File: config.mk
export PLATFORM = sky130hd
export DESIGN_NAME = lbmt_ctrl_flat
export DESIGN_NICKNAME = d
export VERILOG_FILES = /design/src/design/lbmt_pkg.sv /design/src/design/lbmt_req_if.sv /design/src/design/lbmt_res_if.sv /design/src/design/lbmt_ctrl.sv /design/src/flat_wrapper.sv
export SDC_FILE = /design/constraint.sdc
export NUM_CORES = 1
export LEC_CHECK = 0
export ABC_AREA = 1
export BUFFER_PORTS_ARGS = -buffer_cell sky130_fd_sc_hd__buf_2
export CORE_AREA = 2 2 127 129
export DETAILED_ROUTE_END_ITERATION = 10
export DIE_AREA = 0 0 129 131
export GPL_TIMING_DRIVEN = 0
export PLACE_DENSITY = 0.71
export SLEW_MARGIN = 20
export SYNTH_ARGS = -nofsm -noshare
export SYNTH_HDL_FRONTEND = slang
export SYNTH_SLANG_ARGS = --single-unit
File: constraint.sdc
create_clock -name clk -period 6.8 [get_ports clk]
set_input_delay 0.34 -clock clk [delete_from_list [all_inputs] [get_ports clk]]
set_output_delay 0.34 -clock clk [all_outputs]
set_load 0.02 [all_outputs]
File: src/design/lbmt_pkg.sv
// Shared types and constants for the learning bridge MAC table.
// No dependencies; every other design file uses this package.
package lbmt_pkg;

  localparam int MAC_W  = 48;
  localparam int PORT_W = 5;
  localparam int AGE_W  = 16;
  localparam int CNT_W  = 7;

  localparam logic [MAC_W-1:0] BCAST_MAC   = {MAC_W{1'b1}};
  localparam logic [AGE_W-1:0] AGE_MAX     = {AGE_W{1'b1}};
  localparam logic [CNT_W-1:0] CNT_MAX     = {CNT_W{1'b1}};
  localparam logic [AGE_W-1:0] AGING_RESET = 16'd300;

  // request operation codes
  typedef enum logic {
    OP_FRAME = 1'b0,
    OP_TICK  = 1'b1
  } op_t;

  // request held for the whole table walk
  typedef struct packed {
    op_t               op;
    logic [MAC_W-1:0]  src_mac;
    logic [MAC_W-1:0]  dst_mac;
    logic [PORT_W-1:0] in_port;
  } req_t;

  // walk token passed from cell to cell
  typedef struct packed {
    logic              active;
    logic              dst_hit;
    logic [PORT_W-1:0] dst_port;
    logic              src_found;
    logic              free_found;
    logic [CNT_W-1:0]  evict_cnt;
  } token_t;

  // insert of a newly learned source
  typedef struct packed {
    logic              en;
    logic [MAC_W-1:0]  mac;
    logic [PORT_W-1:0] port;
  } ins_t;

  // finished result
  typedef struct packed {
    logic              flood;
    logic [PORT_W-1:0] out_port;
    logic [PORT_W-1:0] excluded_port;
    logic              dst_hit;
    logic              learned_new;
    logic              table_full;
    logic [CNT_W-1:0]  evicted_count;
  } res_t;

endpackage

File: src/design/lbmt_req_if.sv
// Request channel of the MAC table: valid/ready plus frame or tick fields.
// Depends on lbmt_pkg for field widths.
interface lbmt_req_if;
  logic                          valid;
  logic                          ready;
  logic                          operation;
  logic [lbmt_pkg::MAC_W-1:0]    src_mac;
  logic [lbmt_pkg::MAC_W-1:0]    dst_mac;
  logic [lbmt_pkg::PORT_W-1:0]   in_port;

  modport source (output valid, operation, src_mac, dst_mac, in_port, input ready);
  modport sink   (input valid, operation, src_mac, dst_mac, in_port, output ready);
endinterface

File: src/design/lbmt_res_if.sv
// Result channel of the MAC table: valid/ready plus forwarding result fields.
// Depends on lbmt_pkg for field widths.
interface lbmt_res_if;
  logic                          valid;
  logic                          ready;
  logic                          flood;
  logic [lbmt_pkg::PORT_W-1:0]   out_port;
  logic [lbmt_pkg::PORT_W-1:0]   excluded_port;
  logic                          dst_hit;
  logic                          learned_new;
  logic                          table_full;
  logic [lbmt_pkg::CNT_W-1:0]    evicted_count;

  modport source (output valid, flood, out_port, excluded_port, dst_hit, learned_new,
                  table_full, evicted_count, input ready);
  modport sink   (input valid, flood, out_port, excluded_port, dst_hit, learned_new,
                  table_full, evicted_count, output ready);
endinterface

File: src/design/lbmt_ctrl.sv
// Request intake, walk launch, result finish and output register of the MAC table.
// Depends on lbmt_pkg and the lbmt_req_if / lbmt_res_if interfaces.
module lbmt_ctrl #(
  parameter int IDX_W = 6
) (
  input  logic              clk,
  input  logic              rst,
  lbmt_req_if.sink          req,
  lbmt_res_if.source        res,
  output lbmt_pkg::req_t    req_q,
  output lbmt_pkg::token_t  tok_first,
  input  lbmt_pkg::token_t  tok_last,
  input  logic [IDX_W-1:0]  idx_last,
  output lbmt_pkg::ins_t    ins,
  output logic [IDX_W-1:0]  ins_idx
);

  logic            busy;
  logic            fin_valid;
  lbmt_pkg::res_t  fin;
  lbmt_pkg::res_t  fin_next;
  logic            accept;
  logic            move;
  logic            is_frame;

  assign req.ready = !busy;
  assign accept    = req.valid && !busy;
  assign move      = fin_valid && (!res.valid || res.ready);
  assign is_frame  = req_q.op == lbmt_pkg::OP_FRAME;

  // learn insert when the token leaves the last cell
  always_comb begin
    ins.en   = tok_last.active && is_frame && !tok_last.src_found && tok_last.free_found;
    ins.mac  = req_q.src_mac;
    ins.port = req_q.in_port;
    ins_idx  = idx_last;
  end

  // result of the finished walk
  always_comb begin
    fin_next = '0;
    if (is_frame) begin
      fin_next.dst_hit     = tok_last.dst_hit;
      fin_next.flood       = !tok_last.dst_hit;
      fin_next.out_port    = tok_last.dst_hit ? tok_last.dst_port : '0;
      fin_next.excluded_port = tok_last.dst_hit ? '0 : req_q.in_port;
      fin_next.learned_new = !tok_last.src_found && tok_last.free_found;
      fin_next.table_full  = !tok_last.src_found && !tok_last.free_found;
    end else begin
      fin_next.evicted_count = tok_last.evict_cnt;
    end
  end

  // control flags and the fresh token launched into the first cell
  always_ff @(posedge clk) begin
    tok_first.dst_hit    <= 1'b0;
    tok_first.dst_port   <= '0;
    tok_first.src_found  <= 1'b0;
    tok_first.free_found <= 1'b0;
    tok_first.evict_cnt  <= '0;
    if (rst) begin
      busy             <= 1'b0;
      fin_valid        <= 1'b0;
      tok_first.active <= 1'b0;
      res.valid        <= 1'b0;
    end else begin
      tok_first.active <= accept;
      if (accept) begin
        busy <= 1'b1;
      end else if (move) begin
        busy <= 1'b0;
      end
      if (tok_last.active) begin
        fin_valid <= 1'b1;
      end else if (move) begin
        fin_valid <= 1'b0;
      end
      if (move) begin
        res.valid <= 1'b1;
      end else if (res.ready) begin
        res.valid <= 1'b0;
      end
    end
  end

  // payload registers
  always_ff @(posedge clk) begin
    if (accept) begin
      req_q.op      <= lbmt_pkg::op_t'(req.operation);
      req_q.src_mac <= req.src_mac;
      req_q.dst_mac <= req.dst_mac;
      req_q.in_port <= req.in_port;
    end
    if (tok_last.active) begin
      fin <= fin_next;
    end
    if (move) begin
      res.flood         <= fin.flood;
      res.out_port      <= fin.out_port;
      res.excluded_port <= fin.excluded_port;
      res.dst_hit       <= fin.dst_hit;
      res.learned_new   <= fin.learned_new;
      res.table_full    <= fin.table_full;
      res.evicted_count <= fin.evicted_count;
    end
  end

endmodule
File: src/flat_wrapper.sv
// flat-port wrapper written by rule: the top's interface ports become plain ports
module lbmt_ctrl_flat 
#(
  parameter int IDX_W = 6
)
  (clk, rst, req_q, tok_first, tok_last, idx_last, ins, ins_idx, req_valid, req_operation, req_src_mac, req_dst_mac, req_in_port, req_ready, res_valid, res_flood, res_out_port, res_excluded_port, res_dst_hit, res_learned_new, res_table_full, res_evicted_count, res_ready);
  lbmt_req_if req_i ();
  lbmt_res_if res_i ();
  input  logic clk;
  input  logic rst;
  output lbmt_pkg::req_t req_q;
  output lbmt_pkg::token_t tok_first;
  input  lbmt_pkg::token_t tok_last;
  input  logic [IDX_W-1:0] idx_last;
  output lbmt_pkg::ins_t ins;
  output logic [IDX_W-1:0] ins_idx;
  input wire logic [$bits(req_i.valid)-1:0] req_valid;
  input wire logic [$bits(req_i.operation)-1:0] req_operation;
  input wire logic [$bits(req_i.src_mac)-1:0] req_src_mac;
  input wire logic [$bits(req_i.dst_mac)-1:0] req_dst_mac;
  input wire logic [$bits(req_i.in_port)-1:0] req_in_port;
  output wire logic [$bits(req_i.ready)-1:0] req_ready;
  output wire logic [$bits(res_i.valid)-1:0] res_valid;
  output wire logic [$bits(res_i.flood)-1:0] res_flood;
  output wire logic [$bits(res_i.out_port)-1:0] res_out_port;
  output wire logic [$bits(res_i.excluded_port)-1:0] res_excluded_port;
  output wire logic [$bits(res_i.dst_hit)-1:0] res_dst_hit;
  output wire logic [$bits(res_i.learned_new)-1:0] res_learned_new;
  output wire logic [$bits(res_i.table_full)-1:0] res_table_full;
  output wire logic [$bits(res_i.evicted_count)-1:0] res_evicted_count;
  input wire logic [$bits(res_i.ready)-1:0] res_ready;
  assign req_i.valid = req_valid;
  assign req_i.operation = req_operation;
  assign req_i.src_mac = req_src_mac;
  assign req_i.dst_mac = req_dst_mac;
  assign req_i.in_port = req_in_port;
  assign req_ready = req_i.ready;
  assign res_valid = res_i.valid;
  assign res_flood = res_i.flood;
  assign res_out_port = res_i.out_port;
  assign res_excluded_port = res_i.excluded_port;
  assign res_dst_hit = res_i.dst_hit;
  assign res_learned_new = res_i.learned_new;
  assign res_table_full = res_i.table_full;
  assign res_evicted_count = res_i.evicted_count;
  assign res_i.ready = res_ready;
  lbmt_ctrl #(.IDX_W(IDX_W)) u_core (.clk(clk), .rst(rst), .req(req_i), .res(res_i), .req_q(req_q), .tok_first(tok_first), .tok_last(tok_last), .idx_last(idx_last), .ins(ins), .ins_idx(ins_idx));
endmodule
# Yosys cells after proc, flatten, opt, wreduce, memory -nomap -nowiden
# Index checks and enable logic that the tools add are counted.
# W data, S select, Z words.
[word_totals] regBits=148 wordCells=47
[classes] reduce_logical=18 mux=5 bitwise_logic=2
[ops] cell="$logic_and A1 B1 Y1" n=7
[ops] cell="$reduce_bool A2 Y1" n=3
[ops] cell="$logic_not A1 Y1" n=5
[ops] cell="$mux W1" n=5
[ops] cell="$reduce_or A2 Y1" n=2
[ops] cell="$not A1 Y1" n=2
[ops] cell="$logic_or A1 B1 Y1" n=1

# Logic depth before layout (Yosys ltp)
[depth] ltp_word=5 ltp_mapped=5 mapped_depth_nobuf=5

# Least setup slack after synthesis
# OpenSTA, ideal clock, no wires.
[synth_path] kind="register to register" startpoint="register u_core.busy" endpoint="register u_core.ins[0] (netlist name)" synth_period_minus_slack_ns=3.009 n_path_buf=0 t_arrival_ns=2.553 stages_incl_launch_ff=4 slack_ns=3.791 path_cell_list="dfxtp_1 -> inv_1 -> nand2_1 -> inv_1"
[synth_between] elab_chain_len=2
[synth_lines] element="start: declaration" line="lbmt_ctrl.sv:18" source="logic busy;"
[synth_lines] element="start signal: assignment" line="lbmt_ctrl.sv:62" source="busy <= 1'b0;"
[synth_lines] element="start signal: assignment" line="lbmt_ctrl.sv:69" source="busy <= 1'b1;"
[synth_lines] element="start signal: assignment" line="lbmt_ctrl.sv:71" source="busy <= 1'b0;"
[synth_lines] element="$logic_not A1 Y1"
[synth_lines] element="named net req_ready" line="flat_wrapper.sv:22" source="output wire logic [$bits(req_i.ready)-1:0] req_ready;"
[synth_lines] element="$logic_and A1 B1 Y1" line="lbmt_ctrl.sv:27" source="assign accept = req.valid && !busy;"
[synth_lines] element="named net u_core.accept" line="lbmt_ctrl.sv:22" source="logic accept;"
# The timed path passes the listed nets, and every way through them passes these cells.
# A chain may end at the register's enable or synchronous reset.

==> summary.md <==
| Metric | Value |
|---|---|
| CTS tree | done |
| Crit path buffers/inverters | 3 |
| Lkg Pwr | 3.61 nW |
| PortBufs | about 310 |
| Max Slew Vio Count | 0 |
| Top delay family on crit path | buffers and inverters |
| Outcome | finished, final reports clean |
| Yosys warnings | 0 |
| Die area | about 17000 µm² |
| Final-stage net count | 755 |
| HPWL Detailed | between 8000 and 9000 µm |
| Fmax | ~580 MHz |
| # fillers | roughly 1300 |
| Worst slew pin tran | between 0.8 and 0.9 ns |
| Largest cells by area after synthesis | edfxtp_1, buf_4, inv_1 |
| Average wire per standard cell | 13.5 µm |
| Clock power share | 0.421 |
| CTS Sinks | about 150 |
| Setup TNS | 0 ns |
| Post-Route WL | roughly 12000 µm |
| RSZ-0062 raised after global routing | no |
| Syn Std Cell Area | around 5200 µm² |
| Sequential Power Share | 0.461 |
| Largest net degree at the start of global routing | 53 |
| Syn-to-layout area delta | 48.4% |
| Avg Cell Area, Syn | approximately 18 µm² |
| CP max stage delay | between 0.3 and 0.4 ns |
| Boundary Pins | 329 |
| Most used routing layer | met2 |
| Routing usage on met2 | 0.228 |
| Placer Congestion | around 0.8 |
| Crit-path slowest cell | edfxtp_1 |
| Initial core utilization | 0.335 |
| Post-CTS resize count | 0 |
| First-pass GRT wire length | roughly 16000 µm |
| Clock Latency Late Sink | 0.41 ns |
| Final hold slack | between 0.1 and 0.15 ns |
| Grt met3 use | 0.0513 |
| CP Data Arrival Time | 1.40 ns |
| Internal | between 1.5 and 2 mW |
| CTS buffer count | 17 |
| Drt via density | roughly 3.8 |
| GRT Util Overall | 0.129 |
| Cts-stage hold buffer count | 0 |
| CTS root buffer | clkbuf_16 |
| CP endpoint kind | output port |
| Worst vdd ir | between 0.15 and 0.2 mV |
| Critical path launch point type | flip-flop |
| Register Area | ~4400 µm² |
| Setup Viol. Count Final | 0 |
| Crit-path max FO | 9 |
| Total number of vias | around 3300 |
| Area of the multi-input gates | between 200 and 250 µm² |
| Commonest non-fill, non-tap cell in the layout | buf_2 |
| Final Hold Vio Count | 0 |
| Max-Slew Margin vs Limit | 0.450 |
| Reg clk slew, reported paths | 0.06 ns |
| Final period util | 0.256 |
| Sw power | 0.538 mW |
| Commonest cells after routing, fill and taps aside | buf_2, edfxtp_1, buf_4, inv_1, clkbuf_16 |
| Htree depth | 4 |
| Cell taking the most area after synthesis | edfxtp_1 |
| Critical Path RT | around 6.5 ns |
| Worst Setup Path Type | reg2out |
| Core ar. | ~16000 µm² |
| Hold Path Class | in2reg |
| CTS Buffer Depth | 2 |
| Yosys cell types | 15 |
| Antenna Nets Post-Route | 0 |
| M1 GR Usage | 0.138 |
| Logic pwr share | 0.118 |
| Seq/Total Area, Yosys | 0.842 |
| PD cells | slightly above 300 nW/µm² |
| Die Wd | approximately 130 µm |
| ANT cells | 0 |
| Sw frac | 0.227 |
| 1st-pass router iterations | 4 |
| Mapped Cells | around 290 |
| CP Cell Sequence | buf_6, inv_2, nand2_1, nor3_2, buf_2 |
| Min cycle time layout | between 1.5 and 2 ns |
| GR Overflow Total | 0 |
| Site Rows | 46 |
| Top cell type's share of synthesized area | 0.827 |
| Worst Clk Skew | ~0.007 ns |
| Die height | roughly 130 µm |
| Flops & latches, synth | approximately 150 |
| Initial antenna violation count | 0 |
| Post-CTS Setup Repair Bufs | 0 |
| DRC violations left | 0 |
| Number of global-route vias before repair | 3000 |
| Layout cells sized above 1 | 0.653 |
| Initial DRC count | roughly 140 |
| Max_cap viols | 0 |
## cell usage after synthesis, drive strengths merged
master  instances
a21oi           2
buf            75
conb            1
dfxtp           4
edfxtp        144
inv            29
nand2          14
nand3           1
nor2           15
nor3            1
## power groups by stage
stage	clock network (mW)	logic (mW)	registers, mW
global placement	0	0.274	1.12
detailed placement	0	0.281	1.11
global route	1.06	0.298	1.10
finish	0.997	0.279	1.09
floorplan	0	0.102	1.18
CTS	1.03	0.282	1.09
## metrics by stage
stage               instance area (µm²)   util  setup slack [ns]  power [mW]  instances
global route                       7760  0.498              4.98        2.46        856
floorplan                          5280      -              3.79        1.28        300
detailed placement                 7120  0.457              5.18        1.39        824
CTS                                7760  0.498              5.04        2.40        856
finish                             7760  0.498              5.06        2.37        856
global placement                   7090  0.455              3.00        1.39        823
## sequential cells by signal, indices dropped and copies added, names as in the netlist, 5 cells and up
name,flops
u_core.fin,21
u_core.ins,53
u_core.req_q,49
u_core.res.evicted_count,7
u_core.res.excluded_port,5
u_core.res.out_port,5
## worst reg2reg max path, cell delays in order, from the launching register on
cell and delay, ns:
dfxtp_1 0.29, inv_1 0.07, nand2_1 0.13, inv_6 0.36
buf_16 0.30
## cell type report
| class | count | share of cell area |
|---|---|---|
| inverters | 29 | 0.0147 |
| clock inverters | 13 | 0.0264 |
| repair buffers | 308 | 0.202 |
| clock buffers | 19 | 0.0558 |
| multi-input cells | 48 | 0.0261 |
| flip-flops and latches | 148 | 0.568 |
| plain buffers | 75 | 0.0730 |
| well taps | 216 | 0.0348 |
## path summary, 6_finish.rpt
check / start / end / slack, ns / depth (start not counted)
worst max register to register: u_core.busy / u_core.ins[30] / 5.26 / 4
worst min-delay path: req_dst_mac[39] / u_core.req_q[44] / 0.10 / 1
worst min register to register: u_core.fin[5] / u_core.res.evicted_count[5] / 0.42 / 0
worst max-delay path: u_core.req_q[101] / ins[53] / 5.06 / 5
## routing by layer
layer,vias up,wire (µm)
met4,0,164
met1,1506,4290
li1,1587,-
met3,11,996
met2,188,6140
met5,-,0
## cell families after synthesis
group | synth area share
AO/OA/AOI/OAI | 0.00191
buffers and inverters | 0.129
flip-flops | 0.842
other | 0.000717
AND/OR/NAND/NOR | 0.0261
(Power assumes the default switching activity.)
