### config.mk
export PLATFORM = sky130hd
export DESIGN_NAME = lbmt_cell
export DESIGN_NICKNAME = d
export VERILOG_FILES = /design/src/design/lbmt_pkg.sv /design/src/design/lbmt_cell.sv
export SDC_FILE = /design/constraint.sdc
export NUM_CORES = 1
export LEC_CHECK = 0
export BUFFER_PORTS_ARGS = -buffer_cell sky130_fd_sc_hd__buf_2
export CAP_MARGIN = 15
export CELL_PAD_IN_SITES_DETAIL_PLACEMENT = 0
export CELL_PAD_IN_SITES_GLOBAL_PLACEMENT = 2
export CORE_ASPECT_RATIO = 1.75
export CORE_MARGIN = 2
export CORE_UTILIZATION = 30
export CTS_BUF_LIST = sky130_fd_sc_hd__clkbuf_4 sky130_fd_sc_hd__clkbuf_8 sky130_fd_sc_hd__clkbuf_16
export CTS_CLUSTER_SIZE = 24
export DETAILED_ROUTE_END_ITERATION = 8
export PLACE_DENSITY = 0.94
export REMOVE_ABC_BUFFERS = 1
export SLEW_MARGIN = 20
export SYNTH_ARGS = -nofsm -noshare
export SYNTH_HDL_FRONTEND = slang
export SYNTH_SLANG_ARGS = --single-unit
### constraint.sdc
create_clock -name clk -period 6.9 [get_ports clk]
set_clock_uncertainty 0.05 [all_clocks]
set_input_delay 2.07 -clock clk [delete_from_list [all_inputs] [get_ports clk]]
set_output_delay 2.07 -clock clk [all_outputs]
set_load 0.01 [all_outputs]
### src/design/lbmt_pkg.sv
// Shared types and constants for the learning bridge MAC table.
// No dependencies; every other design file uses this package.
package lbmt_pkg;

  localparam int MAC_W  = 48;
  localparam int PORT_W = 5;
  localparam int AGE_W  = 16;
  localparam int CNT_W  = 7;

  localparam logic [MAC_W-1:0] BCAST_MAC   = {MAC_W{1'b1}};
  localparam logic [AGE_W-1:0] AGE_MAX     = {AGE_W{1'b1}};
  localparam logic [CNT_W-1:0] CNT_MAX     = {CNT_W{1'b1}};
  localparam logic [AGE_W-1:0] AGING_RESET = 16'd300;

  // request operation codes
  typedef enum logic {
    OP_FRAME = 1'b0,
    OP_TICK  = 1'b1
  } op_t;

  // request held for the whole table walk
  typedef struct packed {
    op_t               op;
    logic [MAC_W-1:0]  src_mac;
    logic [MAC_W-1:0]  dst_mac;
    logic [PORT_W-1:0] in_port;
  } req_t;

  // walk token passed from cell to cell
  typedef struct packed {
    logic              active;
    logic              dst_hit;
    logic [PORT_W-1:0] dst_port;
    logic              src_found;
    logic              free_found;
    logic [CNT_W-1:0]  evict_cnt;
  } token_t;

  // insert of a newly learned source
  typedef struct packed {
    logic              en;
    logic [MAC_W-1:0]  mac;
    logic [PORT_W-1:0] port;
  } ins_t;

  // finished result
  typedef struct packed {
    logic              flood;
    logic [PORT_W-1:0] out_port;
    logic [PORT_W-1:0] excluded_port;
    logic              dst_hit;
    logic              learned_new;
    logic              table_full;
    logic [CNT_W-1:0]  evicted_count;
  } res_t;

endpackage

### src/design/lbmt_cell.sv
// One table entry of the MAC table chain plus its stage of the walk token.
// Depends on lbmt_pkg.
module lbmt_cell #(
  parameter int IDX_W    = 6,
  parameter int CELL_IDX = 0
) (
  input  logic                         clk,
  input  logic                         rst,
  input  logic [lbmt_pkg::AGE_W-1:0]   aging_time,
  input  lbmt_pkg::req_t               req,
  input  lbmt_pkg::token_t             tok_in,
  input  logic [IDX_W-1:0]             idx_in,
  input  lbmt_pkg::ins_t               ins,
  input  logic [IDX_W-1:0]             ins_idx,
  output lbmt_pkg::token_t             tok_out,
  output logic [IDX_W-1:0]             idx_out
);

  localparam logic [IDX_W-1:0] MY_IDX = IDX_W'(CELL_IDX);

  logic                         valid;
  logic [lbmt_pkg::MAC_W-1:0]   mac;
  logic [lbmt_pkg::PORT_W-1:0]  port;
  logic [lbmt_pkg::AGE_W-1:0]   age;

  logic                         is_frame;
  logic                         is_tick;
  logic                         hit_here;
  logic                         src_here;
  logic                         free_here;
  logic                         evict_here;
  logic                         ins_here;
  logic [lbmt_pkg::AGE_W-1:0]   age_inc;

  // match, free slot and aging decisions for the token now at this cell
  always_comb begin
    is_frame   = tok_in.active && (req.op == lbmt_pkg::OP_FRAME);
    is_tick    = tok_in.active && (req.op == lbmt_pkg::OP_TICK);
    hit_here   = is_frame && valid && !tok_in.dst_hit && (mac == req.dst_mac) &&
                 (req.dst_mac != lbmt_pkg::BCAST_MAC);
    src_here   = is_frame && valid && (mac == req.src_mac);
    free_here  = is_frame && !valid && !tok_in.free_found;
    age_inc    = (age < lbmt_pkg::AGE_MAX) ? age + 1'b1 : age;
    evict_here = is_tick && valid && (age_inc >= aging_time);
    ins_here   = ins.en && (ins_idx == MY_IDX);
  end

  // entry storage
  always_ff @(posedge clk) begin
    if (rst) begin
      valid <= 1'b0;
    end else if (ins_here) begin
      valid <= 1'b1;
    end else if (evict_here) begin
      valid <= 1'b0;
    end
    if (ins_here) begin
      mac  <= ins.mac;
      port <= ins.port;
      age  <= '0;
    end else if (is_tick && valid) begin
      age <= age_inc;
    end else if (src_here) begin
      age <= '0;
    end
  end

  // token stage toward the next cell
  always_ff @(posedge clk) begin
    if (rst) begin
      tok_out.active <= 1'b0;
    end else begin
      tok_out.active <= tok_in.active;
    end
    tok_out.dst_hit    <= tok_in.dst_hit || hit_here;
    tok_out.dst_port   <= hit_here ? port : tok_in.dst_port;
    tok_out.src_found  <= tok_in.src_found || src_here;
    tok_out.free_found <= tok_in.free_found || free_here;
    tok_out.evict_cnt  <= (evict_here && (tok_in.evict_cnt < lbmt_pkg::CNT_MAX)) ?
                          tok_in.evict_cnt + 1'b1 : tok_in.evict_cnt;
    idx_out            <= free_here ? MY_IDX : idx_in;
  end

endmodule

Word level (Yosys, flattened, before mapping)
Index checks and enable logic that the tools add are counted.

Bits of input ports: 202. Bits in registers: 92. Word-level logic and storage cells: 49. Output and inout port bits: 22.

Add/subtract/negate cells: 2. Bitwise logic cells: 1. Equal/unequal tests: 3. Magnitude comparators: 3. Reductions and logical operators: 22. Muxes and demuxes: 7.

Operators with widths (number): $eq A48 B48 Y1 (2); $mux W16 (3); $ne A48 B48 Y1 const B (1); $add A16 B1 Y16 const B (1); $ge A16 B16 Y1 (1); $lt A16 B16 Y1 const B (1); $logic_and A1 B1 Y1 (13); $add A7 B1 Y7 const B (1); $lt A7 B7 Y1 const B (1); $mux W7 (1); $logic_not A6 Y1 (1); $mux W5 (1); $reduce_bool A2 Y1 (2); $logic_not A1 Y1 (3); $logic_or A1 B1 Y1 (3); $mux W1 (2); $not A1 Y1 (1).

Depth between registers and ports, before layout
Gate-level depths: netlist (run 1).

Depth in word-level cells: 7. Depth in mapped cells: 13. Mapped depth without buffers: 13.

Least setup slack after synthesis (run 1)
No wires, ideal clock.

Kind: input-to-reg. Start: input port ins_idx[2]. End: register mac[0] (netlist name), enable pin. Arrival time: 4.299 ns. Stages on the path: 4. Library setup time: 0.438 ns. Path buffers: 1. Required time: 6.412 ns. Path slack: 2.113 ns. Cells stage by stage: nor4b_1 nand2_1 inv_1 clkbuf_1.

Word-level cells in the longest chain between the ends: 2.

Ends and longest elaborated chain: from (decl) (RTL line lbmt_cell.sv:14) `input logic [IDX_W-1:0] ins_idx,`; $logic_not A6 Y1 (RTL line lbmt_cell.sv:45) `ins_here = ins.en && (ins_idx == MY_IDX);`; $logic_and A1 B1 Y1 (RTL line lbmt_cell.sv:45); net ins_here (RTL line lbmt_cell.sv:32) `logic ins_here;`; to (signal assigned) (RTL line lbmt_cell.sv:58) `mac <= ins.mac;`; to (decl) (RTL line lbmt_cell.sv:22) `logic [lbmt_pkg::MAC_W-1:0] mac;`.

The timed path passes the listed nets, and every way through them passes these cells. A chain may end at the register's enable or synchronous reset.

Final worst setup path (run 1)
Start: input port req[71] (netlist name). End: register age[10] (netlist name).

Word-level cells in the longest chain between the ends: 3.

Ends and longest elaborated chain: from (decl) (RTL line lbmt_cell.sv:10) `input lbmt_pkg::req_t req,`; $eq A48 B48 Y1 (RTL line lbmt_cell.sv:41) `src_here = is_frame && valid && (mac == req.src_mac);`; $logic_and A1 B1 Y1 (RTL line lbmt_cell.sv:41); $reduce_bool A2 Y1 (no line); to (signal assigned) (RTL line lbmt_cell.sv:62) `age <= age_inc;`; to (decl) (RTL line lbmt_cell.sv:24) `logic [lbmt_pkg::AGE_W-1:0] age;`.

No other way between the ends.

==> reports/qor.yml, run 1 <==
crit_buf_inv: 1
register_area_um2: 2370
wire_per_inst_um: 17.1
gp_congestion: 0.873
multi_input_area_um2: 2530
p_sw_uw: 273
ys_types: 52
whs_ns: 0.422
cp.required_ns: 7.04
rows: 62
portBuffers: 218
wl_met2_um: 8760
dieArea_um2: 17800
rrSetupSlack_ns: 3.58
post_cts_resize_count: 0
clkPwrFrac_pct: 41.8
hpwl_um: 13000
p_int_uw: 982
n_fill_cell: 1725
via_per_inst: 4.64
fin_cells: 912
syn_area_um2: 5020
endpoint_kind: "flip-flop"
cts_tree: "done"
fin_setup_tns_ns: 0
cp_max_fo: 12
grt-ovfl-total: 0
drv_slew: 0
fin_crit_ns: 4.24
clock.fmax_mhz: 236
dr_wl_met3_um: 794
nNetsFinal: 901
synth_commonest_cells: "68 x xnor2_1, 53 x edfxtp_1, 41 x xor2_1, 39 x dfxtp_1, 33 x nand4_1"
clkTransAtPathRegs_ns: 0.07
setup_viol_count_final: 0
synth_seq_cells: 92
power_leakage_nw: 2.87
die_x_um: 102
core_um2: 16400
status: "finished, final reports clean"
cts_inserted_buffers: 9
synth_top_cell_by_area: "edfxtp_1"
cts_setup_buffers: 0
vias: 4232
grt_pass1_vias: 4424
drv_cap: 0
rsz0062_at_grt: "no"
relSlewSlack_pct: 29.3
die_h_um: 175
crit_type: "primary input to flip-flop"
worstSkewPairLatency_ns: 0.35
clock_path_buffers: 2
ys_warn_count: 0
synth_flop_cell: "edfxtp_1"
place_area_um2: 6370
ant_nets: 0
area.growth.synth_to_final_pct: 33.3
cp_top_family: "simple AND/OR/NAND/NOR gates"
routed_wl_um: 15600
clock_sinks: 92
arrival_ns: 4.38
synth_edf_count: 53
cts_hold_buffers: 0
design_area_um2: 6700
top_layer: "met5"
hp-class: "flip-flop to flip-flop"
swShare_pct: 21.8
dr.pass1.iters: 5
final_util_pct: 40.7
grt.total_usage_pct: 17.4
yosys.area.top_type_share_pct: 31.7
hold_viol: 0
yosysSeqAreaShare_pct: 47.2
drc: 0
io_pins: 224
fin_crit_sh_pct: 61.5
combinationalPowerShare_pct: 10.9
drive_above_1_share_pct: 37.8
drt_iter0_drc: 119
ys_top_cells_by_area: "edfxtp_1 32%, dfxtp_1 16%, xnor2_1 12%"
synth_most_common_cell: "xnor2_1"
cp_common_cell: "nand4_1"
dp_slack_ns: 2.27
power_mw: 1.26
worstMarginPinSlew_ns: 1.06
cp-start-kind: "primary input"
syn_area_per_cell_um2: 10.9
irDropWorstVdd_v: 0.0000881
slowest_delay_ns: 0.72
grt_max_degree: 49
dp.cells: 894
ys_async_sr_fraction_pct: 0
p_seq_share_pct: 47.3
syn_inst: 459
fin_ws_ns: 2.66
start_util_pct: 30.6
worst_path_max_delay_cell: "nand4_1"
crit_chain: "buf_2, xnor2_1, nand4_1, nor4_1, nand4_1, nand2_1, a311oi_1"
clock-root-buffer: "clkbuf_16"
htreeDepth: 3
powerDensity_nw_per_um2: 187
grt_pass1_wl_um: 22800
grt_antenna_before_repair: 4
m1WireLength_um: 5380
cells in the final DEF (no fill, tap or decap), drive strengths merged, types with 2 or more instances in the layout:
| master | Yosys | layout |
|---|---|---|
| buf | 2 | 220 |
| xnor2 | 68 | 68 |
| edfxtp | 53 | 53 |
| xor2 | 41 | 41 |
| dfxtp | 39 | 39 |
| nand4 | 35 | 35 |
| nand2 | 32 | 32 |
| a21oi | 23 | 23 |
| inv | 22 | 22 |
| ha | 18 | 18 |
| nand3 | 18 | 18 |
| clkbuf | 7 | 14 |
| nor4 | 14 | 14 |
| nor2b | 9 | 9 |
| nor3 | 9 | 9 |
| nor2 | 9 | 9 |
| o21ai | 8 | 8 |
| mux2 | 7 | 7 |
| and3 | 6 | 6 |
| a31oi | 6 | 6 |
| and4 | 4 | 4 |
| a311oi | 4 | 4 |
| nand2b | 3 | 3 |
| a21o | 3 | 3 |
| diode | 0 | 2 |
| or2 | 2 | 2 |
| nor3b | 2 | 2 |
| clkinv | 0 | 2 |
kinds of logic (layout without fill, tap and decap cells):
family,after synthesis,after routing,share of synthesized area [%]
compound gates,52,52,6.50
xor+xnor,109,109,19.0
fa+ha+maj,18,18,4.48
buf+inv,31,258,2.51
flops,92,92,47.2
mux,8,8,2.14
other cells,0,2,0
simple gates,149,149,18.2
area by class of cell:
class | instances | area share [%]
Antenna cell | 2 | 0.0747
Timing Repair Buffer | 220 | 16.5
Sequential cell | 92 | 35.4
Inverter | 22 | 1.23
Clock buffer | 14 | 4.71
Tap cell | 224 | 4.18
Clock inverter | 2 | 0.149
Multi-Input combinational cell | 336 | 37.7
worst paths after layout:
check | from | end | cells after the start
worst min register to register | port[1]$_DFFE_PP_ | tok_out[10]$_DFF_P_ | 1
worst max register to register | age[0]$_SDFFE_PP0P_ | tok_out[1]$_DFF_P_ | 13
worst max-delay path | req[71] | age[10]$_SDFFE_PP0P_ | 7
worst min-delay path | port[1]$_DFFE_PP_ | tok_out[10]$_DFF_P_ | 1
power by group through the flow:
stage               Combinational (mW)  Sequential [mW]  Clock, mW
global placement                 0.136            0.605          0
finish                           0.137            0.593      0.525
global route                     0.151            0.594      0.557
CTS                              0.139            0.593      0.535
detailed placement               0.138            0.606          0
floorplan                       0.0469            0.609          0
metal layers:
layer / up-vias / track usage [%]
met1: 1940 / 16.2
li1: 2115 / -
met5: - / 0
met3: 40 / 3.20
met2: 133 / 34.0
met4: 4 / 9.56
registers in the layout (all words and copies together), names as in the netlist:
name,count
idx_out,6
mac,48
tok_out,16
age,16
valid,1
port,5
(Power assumes the default switching activity.)
==> inputs of run 2 (changes only) <==
--- a/config.mk
+++ b/config.mk
@@ -5,17 +5,18 @@
 export SDC_FILE = /design/constraint.sdc
 export NUM_CORES = 1
 export LEC_CHECK = 0
+export ABC_AREA = 1
 export BUFFER_PORTS_ARGS = -buffer_cell sky130_fd_sc_hd__buf_2
 export CAP_MARGIN = 15
 export CELL_PAD_IN_SITES_DETAIL_PLACEMENT = 0
 export CELL_PAD_IN_SITES_GLOBAL_PLACEMENT = 2
 export CORE_ASPECT_RATIO = 1.75
 export CORE_MARGIN = 2
-export CORE_UTILIZATION = 30
+export CORE_UTILIZATION = 26
 export CTS_BUF_LIST = sky130_fd_sc_hd__clkbuf_4 sky130_fd_sc_hd__clkbuf_8 sky130_fd_sc_hd__clkbuf_16
 export CTS_CLUSTER_SIZE = 24
 export DETAILED_ROUTE_END_ITERATION = 8
-export PLACE_DENSITY = 0.94
+export PLACE_DENSITY = 0.89
 export REMOVE_ABC_BUFFERS = 1
 export SLEW_MARGIN = 20
 export SYNTH_ARGS = -nofsm -noshare
==> constraint.sdc (replaced) <==
create_clock -name clk -period 4.2 [get_ports clk]
set_clock_uncertainty 0.05 [all_clocks]
set_input_delay 1.26 -clock clk [delete_from_list [all_inputs] [get_ports clk]]
set_output_delay 1.26 -clock clk [all_outputs]
set_load 0.01 [all_outputs]
==> run 2 against run 1 <==
Sequential power grew 64%. Non-clock buffer count is the same. Sequential share of layout area shrank 3.8 points. Die area grew 31%. Via count grew 32%. Clock power grew 58%. Largest power group unchanged.
==> reports/qor.yml, run 2 <==
hold_start: "age[15]$_SDFFE_PP0P_"
cp-start-kind: "flip-flop"
grt-ovfl-total: 0
setup_viol_count_final: 0
clock_path_buffers: 2
core_um2: 21900
reg2reg_depth: 16
reg2reg_to: "tok_out[0]$_DFF_P_"
crit_buf_inv: 1
largest_register_ffs: 48
ant_nets: 0
combinationalPowerShare_pct: 12.2
ys_top_cells_by_area: "edfxtp_1 28%, nand2_1 15%, dfxtp_1 14%"
dieArea_um2: 23400
synth_top_cell_by_area: "edfxtp_1"
rows: 72
drt_iter0_drc: 204
portBuffers: 218
r2r-start: "age[0]$_SDFFE_PP0P_"
slowest_delay_ns: 0.39
grt_antenna_before_repair: 4
rrSetupSlack_ns: 0.91
power_mw: 2.06
irDropWorstVdd_v: 0.000148
wire_per_inst_um: 15.4
area.growth.synth_to_final_pct: 30.4
ys_warn_count: 0
powerDensity_nw_per_um2: 274
syn_area_per_cell_um2: 7.31
p_int_mw: 1.51
power_leakage_nw: 3.84
swShare_pct: 26.8
cp_common_cell: "nand2_1"
final_common_cell: "nand2_1"
fin_ws_ns: 0.909
routed_wl_um: 20300
cts_hold_buffers: 0
htreeDepth: 3
clkPwrFrac_pct: 40.4
yosysSeqAreaShare_pct: 41.2
cp_top_family: "simple AND/OR/NAND/NOR gates"
crit_chain: "ha_1, nand2_2, nor2_4, nand4_1, nor2_2, inv_2, o21ai_0, ha_1, nand2_1, o21ai_0, nor2_1, nand2_1, nand2_1, nand2_1, nand3_2, xor2_1"
arrival_ns: 3.48
cts_setup_buffers: 0
cts_tree: "done"
status: "finished, final reports clean"
fin_crit_ns: 3.29
drive_above_1_share_pct: 27.0
synth_commonest_cells: "236 x nand2_1, 142 x inv_1, 85 x nor2_1, 53 x edfxtp_1, 39 x dfxtp_1"
final_util_pct: 34.3
yosys.area.top_type_share_pct: 27.7
clock-root-buffer: "clkbuf_16"
final_cell_mix: "236 x nand2_1, 218 x buf_2, 142 x inv_1, 85 x nor2_1, 53 x edfxtp_1"
die_h_um: 201
drv_slew: 0
nNetsFinal: 1231
gp_congestion: 0.850
ys_types: 42
cp_max_fo: 13
hpwl_um: 17400
die_x_um: 116
dp_slack_ns: 0.870
synth_edf_count: 53
worst_path_max_delay_cell: "dfxtp_1"
clock_sinks: 92
dr.pass1.iters: 5
vias: 5601
clock.fmax_mhz: 304
io_pins: 224
fin_crit_sh_pct: 78.4
hp-class: "flip-flop to flip-flop"
drc: 0
cts_inserted_buffers: 9
clkTransAtPathRegs_ns: 0.08
grt.total_usage_pct: 17.4
grt_pass1_vias: 5556
n_fill_cell: 2440
start_util_pct: 26.3
fin_setup_tns_ns: 0
grt_max_degree: 39
worstSkewPairLatency_ns: 0.36
largestRegisters: "mac: 48 flops, age: 16 flops, tok_out: 16 flops"
synth_most_common_cell: "nand2_1"
min_to: "age[15]$_SDFFE_PP0P_"
p_seq_share_pct: 47.4
largest-register: "mac"
rsz0062_at_grt: "no"
via_per_inst: 4.26
synth_seq_cells: 92
p_sw_uw: 550
crit_type: "flip-flop to flip-flop"
synth_flop_cell: "edfxtp_1"
cp.required_ns: 4.39
hold_viol: 0
syn_inst: 787
endpoint_kind: "flip-flop"
syn_area_um2: 5760
post_cts_resize_count: 0
whs_path_depth: 2
grt_pass1_wl_um: 29800
drv_cap: 0
relSlewSlack_pct: 54.7
ys_async_sr_fraction_pct: 0
worstMarginPinSlew_ns: 0.677
run 2: changes by cell type after synthesis, sizes merged, moves of 13 or more:
cell   delta
nand2   +214
inv     +125
nor2     +80
xnor2    -51
xor2     -24
o21ai    +20
nand3    +17
nand4    -14
nor4     -13
run 2: layout make-up:
cell class | count | area (µm²) | area share, %
multi-input cells | 541 | 2790 | 37.2
flip-flops and latches | 92 | 2370 | 31.6
repair buffers | 220 | 1120 | 14.9
inverters | 147 | 552 | 7.35
well taps | 296 | 370 | 4.93
clock buffers | 9 | 225 | 3.00
clock inverters | 7 | 67.6 | 0.900
diodes | 3 | 7.51 | 0.100
run 2: worst max-delay path by stage:
stage,slack [ns],startpoint,cells after the start,end
3_5_place_dp,0.87,age[0]$_SDFFE_PP0P_,16,tok_out[0]$_DFF_P_
4_1_cts,0.85,age[0]$_SDFFE_PP0P_,16,tok_out[0]$_DFF_P_
2_1_floorplan,0.64,ins_idx[1],2,mac[0]$_DFFE_PP_
6_report,0.91,age[0]$_SDFFE_PP0P_,16,tok_out[0]$_DFF_P_
5_1_grt,0.69,age[0]$_SDFFE_PP0P_,17,tok_out[3]$_DFF_P_
3_3_place_gp,0.87,age[0]$_SDFFE_PP0P_,16,tok_out[0]$_DFF_P_
run 2: kinds of logic (layout without fill, tap and decap cells):
group / count (synthesis) / count (layout) / synth area share (%)
AND/OR/NAND/NOR: 415 / 415 / 31.6
buffers and inverters: 154 / 383 / 10.3
flip-flops: 92 / 92 / 41.2
AO/OA/AOI/OAI: 74 / 74 / 7.70
XOR/XNOR: 34 / 34 / 5.30
adder cells (fa/ha/maj): 18 / 18 / 3.91
other: 0 / 3 / 0
run 2: layer usage:
metal	GRT usage (%)	vias to the layer above	part of all wire, %
met5	0	-	0.054
met4	8.84	2	3.8
met3	3.05	33	5.3
met2	33.5	167	56
met1	17.1	2466	35
li1	-	2933	-
run 2: stage by stage:
stage / hold WS (ns) / instances / instance area [µm²]
2_1_floorplan: 0.409 / 780 / 5720
3_3_place_gp: 0.420 / 1296 / 7210
3_5_place_dp: 0.425 / 1296 / 7210
4_1_cts: 0.435 / 1312 / 7500
5_1_grt: 0.466 / 1314 / 7500
6_report: 0.434 / 1315 / 7510
run 2: worst register-to-register path: stages, from the launching register on:
cell and delay, ns:
dfxtp_1 0.39, ha_1 0.26, nand2_2 0.13, nor2_4 0.06
nand4_1 0.13, nor2_2 0.06, inv_2 0.29, o21ai_0 0.25
ha_1 0.35, nand2_1 0.05, o21ai_0 0.26, nor2_1 0.08
nand2_1 0.08, nand2_1 0.04, nand2_1 0.21, nand3_2 0.27
xor2_1 0.21
run 2: power groups by stage:
stage | Combinational, mW | Clock (mW) | Sequential, mW
3_3_place_gp | 0.250 | 0 | 0.995
2_1_floorplan | 0.0961 | 0 | 1.00
5_1_grt | 0.284 | 0.886 | 0.976
3_5_place_dp | 0.254 | 0 | 0.996
6_report | 0.251 | 0.830 | 0.975
4_1_cts | 0.255 | 0.854 | 0.975
